### src/hdl/ssc_pkg.sv
// Shared types and constants of the sparse set counter.
// No dependencies; imported by every other file except the assertion header.
`default_nettype none
package ssc_pkg;

    localparam int KEY_W          = 12;
    localparam int INC_W          = 32;
    localparam int SLOT_W         = 12;
    localparam int TOTAL_W        = 32;
    localparam int DEF_NUM_KEYS   = 4096;
    localparam int DEF_COUNT_BITS = 32;

    localparam logic FUNC_ADD   = 1'b0;
    localparam logic FUNC_CLEAR = 1'b1;

    typedef struct packed {
        logic               func;
        logic [KEY_W-1:0]   key;
        logic [INC_W-1:0]   increment;
    } t_ssc_in;

    typedef struct packed {
        logic [SLOT_W-1:0]  slot;
        logic [TOTAL_W-1:0] total;
        logic               newly_added;
        logic               saturated;
    } t_ssc_out;

    // Controller to datapath commands.
    typedef struct packed {
        logic load;     // capture item, read sparse map at key
        logic rd_dense; // read dense key and count at the map pointer
        logic update;   // resolve, write back, register result
    } t_ssc_cmd;

    // Datapath to controller status.
    typedef struct packed {
        logic clear_req; // offered item is a clear
    } t_ssc_sts;

endpackage
`default_nettype wire

### src/hdl/ssc_ctrl.sv
// Sequencer of the sparse set counter: idle, dense read, update.
// Depends on ssc_pkg.
`default_nettype none
module ssc_ctrl (
    input  wire logic              i_clk,
    input  wire logic              i_rst_n,
    input  wire logic              i_start,
    input  wire ssc_pkg::t_ssc_sts i_sts,
    output ssc_pkg::t_ssc_cmd      o_cmd,
    output logic                   o_busy
);
    import ssc_pkg::*;

    typedef enum logic [1:0] {
        S_IDLE,
        S_READ,
        S_UPDATE
    } t_state;

    t_state r_state;
    logic   r_busy;
    logic   accept;

    assign accept = i_start && !r_busy;

    always_ff @(posedge i_clk) begin
        if (!i_rst_n) begin
            r_state <= S_IDLE;
            r_busy  <= 1'b0;
        end else begin
            unique case (r_state)
                S_IDLE: begin
                    if (accept) begin
                        r_busy  <= 1'b1;
                        r_state <= i_sts.clear_req ? S_UPDATE : S_READ;
                    end
                end
                S_READ: begin
                    r_state <= S_UPDATE;
                end
                S_UPDATE: begin
                    r_busy  <= 1'b0;
                    r_state <= S_IDLE;
                end
                default: begin
                    r_busy  <= 1'b0;
                    r_state <= S_IDLE;
                end
            endcase
        end
    end

    assign o_cmd.load     = accept;
    assign o_cmd.rd_dense = (r_state == S_READ);
    assign o_cmd.update   = (r_state == S_UPDATE);
    assign o_busy         = r_busy;

endmodule
`default_nettype wire

### config.mk
export PLATFORM = sky130hd
export DESIGN_NAME = ssc_ctrl
export DESIGN_NICKNAME = d
export VERILOG_FILES = /design/src/hdl/ssc_pkg.sv /design/src/hdl/ssc_ctrl.sv
export SDC_FILE = /design/constraint.sdc
export NUM_CORES = 1
export LEC_CHECK = 0
export ABC_AREA = 1
export BUFFER_PORTS_ARGS = -buffer_cell sky130_fd_sc_hd__buf_2
export CAP_MARGIN = 20
export CORE_AREA = 2 2 39 41
export DETAILED_ROUTE_END_ITERATION = 8
export DIE_AREA = 0 0 41 43
export HOLD_SLACK_MARGIN = 0.06
export PLACE_DENSITY = 0.41
export SETUP_SLACK_MARGIN = 0.15
export SLEW_MARGIN = 20
export SYNTH_ARGS = -nofsm -noshare
export SYNTH_HDL_FRONTEND = slang
export SYNTH_SLANG_ARGS = --single-unit
### constraint.sdc
create_clock -name i_clk -period 0.8 [get_ports i_clk]
set_clock_uncertainty 0.15 [all_clocks]
set_input_delay 0.16 -clock i_clk [delete_from_list [all_inputs] [get_ports i_clk]]
set_output_delay 0.16 -clock i_clk [all_outputs]
set_load 0.01 [all_outputs]
* After elaboration in Yosys (flattened, before gate mapping)
Index checks and enable logic that the tools add are counted.
Storage, ports and cells: output and inout port bits 4, bits in registers 3, input bits 4
Operators by class: bitwise logic cells 1, muxes and demuxes 5, eq/ne operators 3, reduce and logical (&&, ||, !) cells 4
Operators by type and width (number):
- 2-bit 2-to-1 mux | 2
- 2-bit one-hot mux with 2 select lines | 1
- 2-bit by 1-bit equality test with 1-bit output, second input constant | 1
- 2-bit equality test, second input constant | 1
- 2-bit logical NOT | 1
- 2-bit != test, second input constant | 1
- 1-bit one-hot mux with 2 select lines | 1
- 2-bit AND reduction | 1
- 1-bit logical AND | 1
- 1-bit logical NOT | 1
- 1-bit 2-to-1 mux | 1
- 1-bit NOT | 1

* Depth between registers and ports, before layout
depth in word-level cells 4, gate-level depth with buffers 5, mapped depth without buffers 5

* Least setup slack after synthesis
OpenSTA, ideal clock, no wires.
path kind reg-to-output, start reg r_busy, in the netlist o_busy, end out o_cmd[2] in the netlist's numbering, cell stages (with the launch flop) 5, setup slack -0.153 ns, data required time 0.490 ns, arrival time 0.643 ns, cells stage by stage dfxtp_1 > inv_2 > nand2_1 > inv_1 > buf_4
On the way: cells in the longest elaborated chain, start to end 2
Ends and longest elaborated chain:
- start, declared | RTL line ssc_ctrl.sv:21 | logic r_busy;
- start signal, assigned | RTL line ssc_ctrl.sv:29 | r_busy <= 1'b0;
- start signal, assigned | RTL line ssc_ctrl.sv:34 | r_busy <= 1'b1;
- start signal, assigned | RTL line ssc_ctrl.sv:42 | r_busy <= 1'b0;
- 1-bit logical NOT | RTL line ssc_ctrl.sv:24 | assign accept = i_start && !r_busy;
- 1-bit logical AND | RTL line ssc_ctrl.sv:24
- end, declared | RTL line ssc_ctrl.sv:9 | output ssc_pkg::t_ssc_cmd o_cmd,
Every way passes these cells.

==> metrics.cfg <==
[synthesis]
synth_ff_type=dfxtp_1
synth_area_leaders=dfxtp_1, nor2_1, inv_1
yosysTopAreaCellShare_pct=42.5
synth.most_common_cell=nor2_1
ys_ff_latch=3
synth.distinct_cells=8
yosysWarningCount=0
synthesis.instances=21
synth_area_per_cell_um2=6.73
netlist_area_um2=141
synth_nets=25
yosysSeqAreaShare_pct=42.5
yosysTopAreaCell=dfxtp_1
synthArstFlopShare_pct=0
synth_edf_count=0
yosys-top-cells-count=nor2_1, inv_1, nand2_1

[setup_path]
critPathKind=flip-flop to output port
worstPathCellList=inv_4 > nor2_2 > buf_2
worst_setup_path_start_kind=flip-flop
path_max_fanout=3
end_kind=output port
critical_path_required_ns=0.49
crit_arrival_ns=0.81
cp_slowest_cell=dfxtp_4
critPathMaxStageDelay_ns=0.37

[global_routing]
grtUsageMet3_pct=4.71
grt_use_total_pct=5.22
busiest_layer=met4
gr-usage-met1_pct=2.88
grt_first_pass_wirelength_um=462
antenna_found_initial=0
grt_max_degree=4
grt_overflow=0
grt_pass1_vias=150
grt_use_met2_pct=5.94

[cts]
cts_tree=yes
root_buffer=clkbuf_4
clkLatencyLatePin_ns=0.23
clkTransAtPathRegs_ns=0.04
numCtsBuffers=3
cts_htree_levels=1
clock_sinks=3
cts_buffer_depth=2

[pwr]
vdd_drop_max_v=0.000283
power_mw=0.558
p_leak_nw=0.156
power_density_mw_per_mm2=1810

[detailed_routing]
via_count=161
ant_nets=0
first_iter_violations=0
viasPerCell=3.10
remaining_drc_errors=0
first_pass_iters=1
wl_per_cell_um=5.94
routed_wl_um=309

[timing]
rsz0062_at_grt=true
period_share_pct=140
post-route-min-period_ns=1.12
worst_pin_slew_ns=0.128
hold_viol=0
maxSlewViolCount=0
fin_tns_setup_ns=-1.57
maxSlewHeadroom_pct=91.5
setup_violations=7
worst_slack_ns=-0.319
fmax_mhz=894

[floorplan]
die-area_mm2=0.00176
die_h_um=43
core_region_area_mm2=0.00138
io-pin-count=8
die_w_um=41
fp-row-count=14
initial_utilization_pct=10.2

[run_status]
status=finished, violations left
violations=setup timing

[layout]
fin_nets=41
fillers=164
syn_to_final_growth_pct=119
drive_gt1_share_pct=83.3
antennaDiodeCount=0

[job]
drv_cap=0

[placed_design]
portBuffers=7
place_congestion=0.537

[worst_hold_path]
hp-class=input pin to flip-flop

==> layer usage <==
layer | vias up | share of wire (%) | routed length (µm)
met2 | 6 | 50 | 155
met3 | 0 | 12 | 36
met4 | 0 | 0 | 0
met5 | - | 0 | 0
met1 | 68 | 38 | 118
li1 | 87 | - | -
==> report_power, final <==
part	switching [mW]	total, mW	internal, mW
logic	0.0518	0.125	0.0734
clock network	0.0742	0.261	0.187
registers	0.0110	0.172	0.161
==> cell families (layout without fill, tap and decap cells) <==
logic type,after synthesis,after routing,synth area share (%)
AOI/OAI and AO/OA,1,1,7.96
and+or+nand+nor,10,10,28.3
buffers and inverters,7,22,21.2
DFF,3,3,42.5
==> layout by cell type, fill, tap and decap left out, drive strengths merged <==
master  instances
dfxtp           3
a21boi          1
nor2            6
clkbuf          4
buf            12
inv             6
nand2           4
==> state kept, by name, summed over array words and instances (netlist names) <==
| register | count |
|---|---|
| r_state | 2 |
| o_busy | 1 |
==> path summary, 6_finish.rpt <==
| path | start | endpoint | slack [ns] | cells after the start |
|---|---|---|---|---|
| setup reg to reg | o_busy$_SDFFE_PN0P_ | r_state[1]$_SDFFE_PN0P_ | -0.15 | 6 |
| hold / removal | i_sts | r_state[1]$_SDFFE_PN0P_ | 0.004 | 3 |
| setup / recovery | r_state[0]$_SDFFE_PN0P_ | o_cmd[1] | -0.32 | 3 |
| hold reg to reg | r_state[0]$_SDFFE_PN0P_ | r_state[1]$_SDFFE_PN0P_ | 0.39 | 2 |
==> worst max-delay path: cells and delay by family, from the launching register on <==
kind	cells	cell delay [ns]
flip-flops	1	0.37
buffers and inverters	2	0.16
AND/OR/NAND/NOR	1	0.05
==> layout make-up <==
class / count / area [µm²] / area share [%]
inverter: 6 / 25.0 / 8.10
timing repair buffer: 12 / 95.1 / 30.8
tap: 16 / 20.0 / 6.48
clock buffer: 4 / 26.3 / 8.50
sequential: 3 / 66.3 / 21.5
multi-input combinational: 11 / 76.3 / 24.7
==> stage by stage <==
| step | instances | hold WS (ns) | util, % | worst slack (ns) | instance area (µm²) |
|---|---|---|---|---|---|
| 6_report | 52 | 0.00424 | 22.3 | -0.319 | 309 |
| 5_1_grt | 52 | 0.0117 | 22.3 | -0.363 | 309 |
| 4_1_cts | 52 | -0.000239 | 21.8 | -0.336 | 302 |
| 3_5_place_dp | 44 | 0.250 | 15.4 | -0.103 | 213 |
| 3_3_place_gp | 44 | 0.249 | 15.4 | -0.0990 | 213 |
| 2_1_floorplan | 21 | 0.150 | - | -0.0939 | 161 |
==> timing repair <==
action | in CTS | in global routing
setup endpoints to repair | 7 | 7
endpoints found under the hold margin | 3 | 3
gates resized for setup | 8 | 2
pin swaps | 2 | 1
setup buffers | 4 | 0
Note: power is estimated with default switching activity, not from simulation.
